`config.mk`:
```
export PLATFORM = sky130hd
export DESIGN_NAME = tagged_varint_record_parser
export DESIGN_NICKNAME = d
export VERILOG_FILES = /design/src/tvrp_pkg.sv /design/src/tvrp_front.sv /design/src/tvrp_queue.sv /design/src/tvrp_back.sv /design/src/tagged_varint_record_parser.sv
export SDC_FILE = /design/constraint.sdc
export NUM_CORES = 2
export LEC_CHECK = 0
export ABC_AREA = 1
export BUFFER_PORTS_ARGS = -buffer_cell sky130_fd_sc_hd__buf_2
export CAP_MARGIN = 20
export CORE_MARGIN = 3
export CORE_UTILIZATION = 45
export DETAILED_ROUTE_END_ITERATION = 7
export SKIP_CTS_REPAIR_TIMING = 1
export SLEW_MARGIN = 10
export SYNTH_ARGS = -nofsm -noshare
export SYNTH_HDL_FRONTEND = slang
export SYNTH_SLANG_ARGS = --single-unit
```
`constraint.sdc`:
```
create_clock -name clk -period 15.34 [get_ports clk]
set_input_delay 0.767 -clock clk [delete_from_list [all_inputs] [get_ports clk]]
set_output_delay 0.767 -clock clk [all_outputs]
set_load 0.02 [all_outputs]
```
`src/tvrp_pkg.sv`:
```
// shared types and constants for the tagged varint record parser
`default_nettype none
package tvrp_pkg;

  localparam int COLUMN_BITS = 16;
  localparam int ROW_BITS    = 20;
  localparam int LENGTH_BITS = 24;

  localparam int ACC_BITS  = 64;
  // a 7-bit group shifted by up to 63 positions
  localparam int WIDE_BITS = ACC_BITS + 7;

  localparam logic [7:0] ROW_MARKER       = 8'h0a;
  localparam logic [2:0] TAG_TYPE_INT     = 3'h0;
  localparam logic [2:0] TAG_TYPE_FLOAT   = 3'h5;
  localparam logic [2:0] TAG_TYPE_STRING  = 3'h2;
  localparam logic [3:0] VARINT_MAX_BYTES = 4'd10;
  localparam logic [3:0] FLOAT_BYTES      = 4'd4;

  // queue between the parser and the result side
  localparam int QUEUE_DEPTH    = 4;
  localparam int QUEUE_PTR_BITS = $clog2(QUEUE_DEPTH);

  typedef enum logic [7:0] {
    PH_MARK  = 8'b0000_0001,
    PH_RLEN  = 8'b0000_0010,
    PH_TAG   = 8'b0000_0100,
    PH_COL   = 8'b0000_1000,
    PH_INT   = 8'b0001_0000,
    PH_FLT   = 8'b0010_0000,
    PH_SLEN  = 8'b0100_0000,
    PH_SBYTE = 8'b1000_0000
  } phase_t;

  typedef enum logic [1:0] {
    ETYPE_INT  = 2'd0,
    ETYPE_FLT  = 2'd1,
    ETYPE_STR  = 2'd2,
    ETYPE_NONE = 2'd3
  } etype_t;

  typedef enum logic [2:0] {
    KIND_INT      = 3'd0,
    KIND_FLOAT    = 3'd1,
    KIND_STR_HEAD = 3'd2,
    KIND_STR_BYTE = 3'd3,
    KIND_UNTYPED  = 3'd4,
    KIND_ROW_END  = 3'd5,
    KIND_DONE     = 3'd6,
    KIND_ERROR    = 3'd7
  } kind_t;

  typedef struct packed {
    kind_t                  kind;
    logic [ROW_BITS-1:0]    row;
    logic [COLUMN_BITS-1:0] column;
    logic [ACC_BITS-1:0]    value;
    logic                   stream_end;
  } result_t;

  // slot 0: decoded value, slot 1: row end, slot 2: done or error
  typedef struct packed {
    logic    [2:0] valid;
    result_t [2:0] slot;
  } bundle_t;

endpackage
`default_nettype wire

```
`src/tvrp_front.sv`:
```
// byte parser: accepts one byte per cycle while accept is high and builds the results it causes
`default_nettype none
module tvrp_front
  import tvrp_pkg::*;
(
  input  wire logic       clk,
  input  wire logic       rst,
  input  wire logic       accept,
  input  wire logic [7:0] data_byte,
  input  wire logic       final_byte,
  output bundle_t         bundle
);

  phase_t                 phase, phase_next;
  logic [ACC_BITS-1:0]    acc, acc_next;
  logic [3:0]             vbytes, vbytes_next;
  logic [LENGTH_BITS-1:0] row_left, row_left_next;
  logic [LENGTH_BITS-1:0] str_left, str_left_next;
  etype_t                 etype, etype_next;
  logic [COLUMN_BITS-1:0] cur_col, cur_col_next;
  logic [COLUMN_BITS-1:0] prev_col, prev_col_next;
  logic [ROW_BITS-1:0]    row_cnt, row_cnt_next;
  logic [COLUMN_BITS-1:0] widest, widest_next;
  logic                   failed, failed_next;

  logic [6:0]             grp;
  logic                   more;
  logic [6:0]             sh_base;
  logic [6:0]             sh_sel;
  logic [WIDE_BITS-1:0]   wide;
  logic                   len_ovf;
  logic                   col_ovf;

  // group placement shared by all varint phases
  assign grp     = data_byte[6:0];
  assign more    = data_byte[7];
  assign sh_base = {vbytes, 3'b000} - {3'b000, vbytes};
  assign sh_sel  = (phase == PH_COL) ? (sh_base - 7'd3) : sh_base;
  assign wide    = {{ACC_BITS{1'b0}}, grp} << sh_sel;
  assign len_ovf = |wide[WIDE_BITS-1:LENGTH_BITS];
  assign col_ovf = |wide[WIDE_BITS-1:COLUMN_BITS];

  // next state and results for the byte on the input
  always_comb begin
    logic                   err;
    logic                   done;
    logic                   col_done;
    logic                   rend;
    logic                   clear;
    logic [LENGTH_BITS-1:0] rl_dec;

    err      = 1'b0;
    done     = 1'b0;
    col_done = 1'b0;
    rend     = 1'b0;
    clear    = 1'b0;
    rl_dec   = row_left - 1'b1;

    phase_next    = phase;
    acc_next      = acc;
    vbytes_next   = vbytes;
    row_left_next = row_left;
    str_left_next = str_left;
    etype_next    = etype;
    cur_col_next  = cur_col;
    prev_col_next = prev_col;
    row_cnt_next  = row_cnt;
    widest_next   = widest;
    failed_next   = failed;
    bundle        = '0;

    if (failed) begin
      clear = final_byte;
    end else begin
      case (phase)
        PH_MARK: begin
          if (data_byte != ROW_MARKER) begin
            err = 1'b1;
          end else begin
            phase_next  = PH_RLEN;
            acc_next    = '0;
            vbytes_next = '0;
          end
        end
        PH_RLEN: begin
          if (len_ovf) begin
            err = 1'b1;
          end else begin
            vbytes_next = vbytes + 4'd1;
            acc_next    = acc | wide[ACC_BITS-1:0];
            if (more) begin
              err = (vbytes_next >= VARINT_MAX_BYTES);
            end else begin
              row_left_next = acc_next[LENGTH_BITS-1:0];
              if (acc_next[LENGTH_BITS-1:0] == '0) begin
                rend = 1'b1;
              end else begin
                phase_next = PH_TAG;
              end
            end
          end
        end
        default: begin
          row_left_next = rl_dec;
          case (phase)
            PH_TAG: begin
              if (data_byte[2:0] == TAG_TYPE_INT) begin
                etype_next = ETYPE_INT;
              end else if (data_byte[2:0] == TAG_TYPE_FLOAT) begin
                etype_next = ETYPE_FLT;
              end else if (data_byte[2:0] == TAG_TYPE_STRING) begin
                etype_next = ETYPE_STR;
              end else begin
                etype_next = ETYPE_NONE;
              end
              acc_next    = {{(ACC_BITS-4){1'b0}}, data_byte[6:3]};
              vbytes_next = 4'd1;
              if (more) begin
                phase_next = PH_COL;
              end else begin
                col_done = 1'b1;
              end
            end
            PH_COL: begin
              if (col_ovf) begin
                err = 1'b1;
              end else begin
                vbytes_next = vbytes + 4'd1;
                acc_next    = acc | wide[ACC_BITS-1:0];
                if (!more) begin
                  col_done = 1'b1;
                end else begin
                  err = (vbytes_next >= VARINT_MAX_BYTES);
                end
              end
            end
            PH_INT: begin
              // the tenth group keeps only its lowest bit
              acc_next    = acc | wide[ACC_BITS-1:0];
              vbytes_next = vbytes + 4'd1;
              if (!more) begin
                bundle.valid[0] = 1'b1;
                bundle.slot[0]  = '{KIND_INT, row_cnt, cur_col, acc_next, 1'b0};
                done            = 1'b1;
              end else begin
                err = (vbytes_next >= VARINT_MAX_BYTES);
              end
            end
            PH_FLT: begin
              acc_next    = acc | ({{(ACC_BITS-8){1'b0}}, data_byte} << {vbytes[1:0], 3'b000});
              vbytes_next = vbytes + 4'd1;
              if (vbytes_next >= FLOAT_BYTES) begin
                bundle.valid[0] = 1'b1;
                bundle.slot[0]  = '{KIND_FLOAT, row_cnt, cur_col, acc_next, 1'b0};
                done            = 1'b1;
              end
            end
            PH_SLEN: begin
              if (len_ovf) begin
                err = 1'b1;
              end else begin
                vbytes_next = vbytes + 4'd1;
                acc_next    = acc | wide[ACC_BITS-1:0];
                if (!more) begin
                  str_left_next   = acc_next[LENGTH_BITS-1:0];
                  bundle.valid[0] = 1'b1;
                  bundle.slot[0]  = '{KIND_STR_HEAD, row_cnt, cur_col, acc_next, 1'b0};
                  if (acc_next[LENGTH_BITS-1:0] == '0) begin
                    done = 1'b1;
                  end else begin
                    phase_next = PH_SBYTE;
                  end
                end else begin
                  err = (vbytes_next >= VARINT_MAX_BYTES);
                end
              end
            end
            default: begin
              bundle.valid[0] = 1'b1;
              bundle.slot[0]  = '{KIND_STR_BYTE, row_cnt, cur_col,
                                  {{(ACC_BITS-8){1'b0}}, data_byte}, 1'b0};
              str_left_next   = str_left - 1'b1;
              done            = (str_left_next == '0);
            end
          endcase

          // column complete: check order and pick the value phase
          if (col_done) begin
            cur_col_next = acc_next[COLUMN_BITS-1:0];
            if (cur_col_next <= prev_col) begin
              err = 1'b1;
            end else begin
              prev_col_next = cur_col_next;
              acc_next      = '0;
              vbytes_next   = '0;
              case (etype_next)
                ETYPE_INT: phase_next = PH_INT;
                ETYPE_FLT: phase_next = PH_FLT;
                ETYPE_STR: phase_next = PH_SLEN;
                default: begin
                  bundle.valid[0] = 1'b1;
                  bundle.slot[0]  = '{KIND_UNTYPED, row_cnt, cur_col_next, '0, 1'b0};
                  done            = 1'b1;
                end
              endcase
            end
          end

          // entry finished or row bytes exhausted
          if (!err) begin
            if (done) begin
              phase_next = PH_TAG;
              rend       = (rl_dec == '0);
            end else if (rl_dec == '0) begin
              err = 1'b1;
            end
          end
        end
      endcase

      // row end
      if (rend) begin
        bundle.valid[1] = 1'b1;
        bundle.slot[1]  = '{KIND_ROW_END, row_cnt, prev_col_next, '0, 1'b0};
        if (prev_col_next > widest) begin
          widest_next = prev_col_next;
        end
        row_cnt_next  = row_cnt + 1'b1;
        prev_col_next = '0;
        cur_col_next  = '0;
        phase_next    = PH_MARK;
      end

      // closing result of the stream
      if (err) begin
        bundle.valid[2] = 1'b1;
        bundle.slot[2]  = '{KIND_ERROR, row_cnt_next, cur_col_next, '0, 1'b1};
        failed_next     = 1'b1;
        clear           = final_byte;
      end else if (final_byte) begin
        bundle.valid[2] = 1'b1;
        if (phase_next == PH_MARK) begin
          bundle.slot[2] = '{KIND_DONE, row_cnt_next, widest_next, '0, 1'b1};
        end else begin
          bundle.slot[2] = '{KIND_ERROR, row_cnt_next, cur_col_next, '0, 1'b1};
        end
        clear = 1'b1;
      end
    end

    // back to the starting state
    if (clear) begin
      phase_next    = PH_MARK;
      acc_next      = '0;
      vbytes_next   = '0;
      row_left_next = '0;
      str_left_next = '0;
      etype_next    = ETYPE_INT;
      cur_col_next  = '0;
      prev_col_next = '0;
      row_cnt_next  = '0;
      widest_next   = '0;
      failed_next   = 1'b0;
    end
  end

  // parse state, advanced on each byte transfer
  always_ff @(posedge clk) begin
    if (rst) begin
      phase    <= PH_MARK;
      acc      <= '0;
      vbytes   <= '0;
      row_left <= '0;
      str_left <= '0;
      etype    <= ETYPE_INT;
      cur_col  <= '0;
      prev_col <= '0;
      row_cnt  <= '0;
      widest   <= '0;
      failed   <= 1'b0;
    end else if (accept) begin
      phase    <= phase_next;
      acc      <= acc_next;
      vbytes   <= vbytes_next;
      row_left <= row_left_next;
      str_left <= str_left_next;
      etype    <= etype_next;
      cur_col  <= cur_col_next;
      prev_col <= prev_col_next;
      row_cnt  <= row_cnt_next;
      widest   <= widest_next;
      failed   <= failed_next;
    end
  end

endmodule
`default_nettype wire

```
`src/tvrp_queue.sv`:
```
// short queue of result bundles between the parser and the result side
`default_nettype none
module tvrp_queue
  import tvrp_pkg::*;
(
  input  wire logic clk,
  input  wire logic rst,
  input  wire logic wr,
  input  bundle_t   wr_data,
  input  wire logic rd,
  output bundle_t   rd_data,
  output logic      full,
  output logic      empty
);

  bundle_t                   entries [QUEUE_DEPTH];
  logic [QUEUE_PTR_BITS-1:0] wr_ptr;
  logic [QUEUE_PTR_BITS-1:0] rd_ptr;
  logic [QUEUE_PTR_BITS:0]   count;
  logic                      do_wr;
  logic                      do_rd;

  assign full    = (count == (QUEUE_PTR_BITS+1)'(QUEUE_DEPTH));
  assign empty   = (count == '0);
  assign do_wr   = wr && !full;
  assign do_rd   = rd && !empty;
  assign rd_data = entries[rd_ptr];

  // storage
  always_ff @(posedge clk) begin
    if (do_wr) begin
      entries[wr_ptr] <= wr_data;
    end
  end

  // pointers and fill count
  always_ff @(posedge clk) begin
    if (rst) begin
      wr_ptr <= '0;
      rd_ptr <= '0;
      count  <= '0;
    end else begin
      if (do_wr) begin
        wr_ptr <= wr_ptr + 1'b1;
      end
      if (do_rd) begin
        rd_ptr <= rd_ptr + 1'b1;
      end
      if (do_wr && !do_rd) begin
        count <= count + 1'b1;
      end else if (do_rd && !do_wr) begin
        count <= count - 1'b1;
      end
    end
  end

endmodule
`default_nettype wire

```
`src/tvrp_back.sv`:
```
// result side: unpacks bundles and presents one result at a time
`default_nettype none
module tvrp_back
  import tvrp_pkg::*;
(
  input  wire logic clk,
  input  wire logic rst,
  input  bundle_t   q_data,
  input  wire logic q_empty,
  output logic      q_rd,
  input  wire logic pop,
  output logic      empty,
  output result_t   res
);

  bundle_t    hold;
  logic [2:0] left;
  logic [2:0] left_after;
  logic       take;
  logic       load;

  assign empty = (left == '0);
  assign take  = pop && !empty;

  // oldest remaining slot and what is left once it is taken
  always_comb begin
    if (left[0]) begin
      res        = hold.slot[0];
      left_after = {left[2:1], 1'b0};
    end else if (left[1]) begin
      res        = hold.slot[1];
      left_after = {left[2], 2'b00};
    end else begin
      res        = hold.slot[2];
      left_after = 3'b000;
    end
  end

  assign load = empty || (take && (left_after == '0));
  assign q_rd = load && !q_empty;

  // held bundle
  always_ff @(posedge clk) begin
    if (q_rd) begin
      hold <= q_data;
    end
  end

  // remaining slot mask
  always_ff @(posedge clk) begin
    if (rst) begin
      left <= '0;
    end else if (q_rd) begin
      left <= q_data.valid;
    end else if (take) begin
      left <= left_after;
    end
  end

endmodule
`default_nettype wire

```
`src/tagged_varint_record_parser.sv`:
```
// top level of the tagged varint record parser
//
// Parses a table stream one byte per transfer: rows open with a 0x0a marker and a
// varint length, entries carry a tag byte with type and column, then an integer
// varint, four float bytes or a string length and its bytes. A byte is taken in
// the cycle it is pushed while full is low, so bytes stream in at one per cycle;
// each byte yields zero to three results (a decoded value, a row end, a final done
// or error), and the result side hands out one result per cycle while pop is high.
// A four-entry queue of per-byte result groups sits between the parser and the
// result side, so full rises once four groups wait; the sustained byte rate is one
// per cycle while bytes average at most one result, and otherwise is set by the
// one-result-per-cycle output. Results pass a queue entry, then the held bundle.
`default_nettype none
module tagged_varint_record_parser
  import tvrp_pkg::*;
(
  input  wire logic                   clk,
  input  wire logic                   rst,
  input  wire logic                   push,
  output logic                        full,
  input  wire logic [7:0]             data_byte,
  input  wire logic                   final_byte,
  output logic                        empty,
  input  wire logic                   pop,
  output logic [2:0]                  kind,
  output logic [ROW_BITS-1:0]         row,
  output logic [COLUMN_BITS-1:0]      column,
  output logic signed [ACC_BITS-1:0]  value,
  output logic                        stream_end
);

  bundle_t front_bundle;
  bundle_t q_data;
  logic    accept;
  logic    q_empty;
  logic    q_rd;
  result_t res;

  assign accept = push && !full;

  // parser
  tvrp_front u_front (
    .clk        (clk),
    .rst        (rst),
    .accept     (accept),
    .data_byte  (data_byte),
    .final_byte (final_byte),
    .bundle     (front_bundle)
  );

  // result group queue
  tvrp_queue u_queue (
    .clk     (clk),
    .rst     (rst),
    .wr      (accept && (front_bundle.valid != '0)),
    .wr_data (front_bundle),
    .rd      (q_rd),
    .rd_data (q_data),
    .full    (full),
    .empty   (q_empty)
  );

  // result side
  tvrp_back u_back (
    .clk     (clk),
    .rst     (rst),
    .q_data  (q_data),
    .q_empty (q_empty),
    .q_rd    (q_rd),
    .pop     (pop),
    .empty   (empty),
    .res     (res)
  );

  assign kind       = res.kind;
  assign row        = res.row;
  assign column     = res.column;
  assign value      = res.value;
  assign stream_end = res.stream_end;

endmodule
`default_nettype wire

```
==> impl_results.md <==
- # H-tree levels: 3
- Sw Ratio: 35.2%
- CP max-delay cell: nor2_4
- Final core utilization: 50.3%
- Port Buffers: about 120
- Die width: approximately 350 um
- WHS Path Cells: 2
- Initial antenna violation count: 4
- DR DRC count: 0
- DR iter-0 viols: 4,539
- Root Buffer: clkbuf_16
- Highest Signal Layer: met5
- RSZ-0062 raised after global routing: false
- Pwr Density: 166 nW/um^2
- Top_reg_cell synth: edfxtp_1
- Largest net degree at the start of global routing: 185
- Metal3 WL: 12.5 mm
- Cell count after synthesis: 5,518
- Crit path max-delay family: simple AND/OR/NAND/NOR gates
- Commonest non-fill, non-tap cell in the layout: nand2_1
- Pleak: 0.0218 uW
- Clock sinks: 1,101
- M1 wire length: 70.0 mm
- Layout area overhead: 10.6%
- Number of synthesized register bits: between 1,000 and 1,500
- Share of layout cells above drive strength 1: 8.77%
- GRT overflow: 0
- WP depth: 39
- Met2 routed WL: 75.7 mm
- Syn avg cell area: about 9.4 sq um
- Run status: finished, final reports clean
- Ranking of synthesized cells by area: edfxtp_1 52%, dfxtp_1 8.0%, nand2_1 6.6%, nor2_1 5.6%, o21ai_0 5.5%
- Largest area contributor in the netlist: edfxtp_1
- CTS max path bufs: 3
- Fin nets: between 5,000 and 6,000
- Reg2Reg Launch Point: u_front.vbytes[1]
- Max-cap violations: 0
- Via density: 5.83
- CP bufs+invs: 8
- Final ANT Viol Nets: 0
- Worst-path maximum fanout: 129
- Finished Layout Cells: 7,092
- Hold_sp: rst
- Synth Cell Area: 52,000 sq um
- Synth unique cells: 63
- Routed WL: 164 mm
- Cells after DPL: 6,873
- Drt wl/cell: 23.1 um
- Placer Congestion: 0.964
- DR pass1 iterations: 7
- Ys Warns: 0
- Overall Global Routing Usage: 26.6%
- Post-Syn Nets: 5,579
- Design Area, Final: 57,600 sq um
- Worst EP arrival: around 10 ns
- Hold Path Sink: u_front.prev_col[14]
- Number of global-route vias before repair: 38,800
- Worst path max stage delay: 0.76 ns
- DP Wirelength: 102 mm
- Asr flop ratio synth: 0%
- Post-synth EDFFs: 894
- Final period utilization: 66.2%
- Clk_skew: between 0.04 and 0.05 ns
- Global-route wire length before repair: 246 mm
- Die height: between 300 and 400 um
- CP dominant cell by count: nand2_1
- Setup crit end kind: flip-flop
- Setup TNS: 0 ns
- Worst setup margin: slightly above 5 ns
- Core Rows: 124
- Worst VDD drop: ~0.12 mV
- Crit Path Class: flip-flop to flip-flop
- Hold Path Class: input pin to flip-flop
- Comb pwr share: 28.2%
- Sequential area share after synthesis: 59.6%
- Critical Path RT: 15.66 ns
- Final hold violations: 0
- Skew-Pair Late Insertion Delay: 0.72 ns
- P_sw: 3380 uW
- Dpl ws: 5.34 ns
- Yosys top cell area share: 51.6%
- CORE AREA: 115,000 sq um
- Setup crit start kind: flip-flop
- Via count: 41,300
- R2r setup slk: 5.18 ns
- Sequential Power Share: ~43%
- Die area: 120,000 sq um
- Power share of the clock group: 28.6%
- R2R Path End: u_queue.entries[3][74]
- Most frequent cells in the layout: 918 x nand2_1, 894 x edfxtp_1, 770 x nor2_1
- Fmax achieved: 98.5 MHz
- I/O pin total: roughly 120
- Min Clock Period, post-route: 10.16 ns
- Tightest Pin Transition: 1.24 ns
- Starting density of the core: 45.4%
- CTS tree: done
- Slew Viols, Final: 0
- Setup-failing EPs final: 0
- Reg clk slew, reported paths: roughly 0.06 ns
- Area after DPL: 53,800 sq um
- Pint: 6200 uW
- R2R depth: 39
- Max-slew headroom: 17.3%
- Cts bufs inserted: 112
## power groups by stage
stage / sequential (uW) / combinational [uW] / clock [uW]
2_1_floorplan: 4210 / 1800 / 0
3_3_place_gp: 4190 / 2700 / 0
3_5_place_dp: 4200 / 2730 / 0
4_1_cts: 4140 / 2740 / 2780
5_1_grt: 4180 / 2990 / 2910
6_report: 4140 / 2700 / 2740
## final cells by class
type,instances,area (sq um)
Timing Repair Buffer,196,1280
Fill cell,10600,56900
Clock inverter,57,603
Antenna cell,2,5.00
Multi-Input combinational cell,3618,18000
Tap cell,1512,1890
Sequential cell,1101,31000
Inverter,450,1710
Clock buffer,156,3080
## per-layer routing
metal	GRT usage [%]	vias to the layer above
met5	0	-
met4	9.03	6
met3	4.20	306
met2	42.7	1692
met1	37.0	20100
li1	-	19200
## flip-flops by register name (all words and copies together) (netlist names), named ones only
name and count:
u_back.hold 178, u_back.left 3, u_front.acc 64, u_front.cur_col 16, u_front.etype 2, u_front.failed 1, u_front.phase 8, u_front.prev_col 16
u_front.row_cnt 20, u_front.row_left 24, u_front.str_left 24, u_front.vbytes 4, u_front.widest 16, u_queue.count 3, u_queue.entries 716, u_queue.rd_ptr 2
u_queue.wr_ptr 2
## worst max path at each step
| stage | start | end | slack (ns) |
|---|---|---|---|
| 4_1_cts | u_front.vbytes[1] | u_queue.entries[3][77] | 5.31 |
| 3_5_place_dp | u_front.vbytes[1] | u_queue.entries[3][69] | 5.34 |
| 3_3_place_gp | u_front.vbytes[1] | u_queue.entries[3][75] | 5.50 |
| 2_1_floorplan | u_front.vbytes[1] | u_queue.entries[0][100] | 2.07 |
| 5_1_grt | u_front.vbytes[1] | u_queue.entries[3][77] | 4.43 |
| 6_report | u_front.vbytes[1] | u_queue.entries[3][74] | 5.18 |
## synthesized netlist by cell type (8+ instances only)
cell type,n
buf_6,11
a22oi_1,35
nor3_1,43
a211oi_1,34
nand3_1,291
buf_1,27
nand4_1,46
inv_2,23
nand2_2,17
clkbuf_1,268
dfxtp_1,207
nor4_1,13
o211ai_1,47
a31oi_1,11
nand2_1,920
nand3_2,8
o21ai_0,573
a2111oi_0,12
xor2_1,48
edfxtp_1,894
nor2_1,778
xnor2_1,8
buf_4,9
nor2_2,9
o311ai_0,8
ha_1,47
a21oi_1,265
a221oi_1,21
o22ai_1,268
o21ai_1,29
o2111ai_1,13
o21ai_2,19
inv_1,419
buf_2,34
## stage by stage
step | hold WS (ns) | total power [uW]
2_1_floorplan | 0.436 | 6010
3_3_place_gp | 0.443 | 6890
3_5_place_dp | 0.453 | 6930
4_1_cts | 0.384 | 9660
5_1_grt | 0.435 | 10100
6_report | 0.421 | 9580
## logic make-up after synthesis
group / synth area share [%]
adder cells (fa/ha/maj): 1.17
flip-flops: 59.6
XOR/XNOR: 0.974
buffers and inverters: 6.07
AO/OA/AOI/OAI: 15.1
AND/OR/NAND/NOR: 17.2
Note: power is estimated with default switching activity, not from simulation.
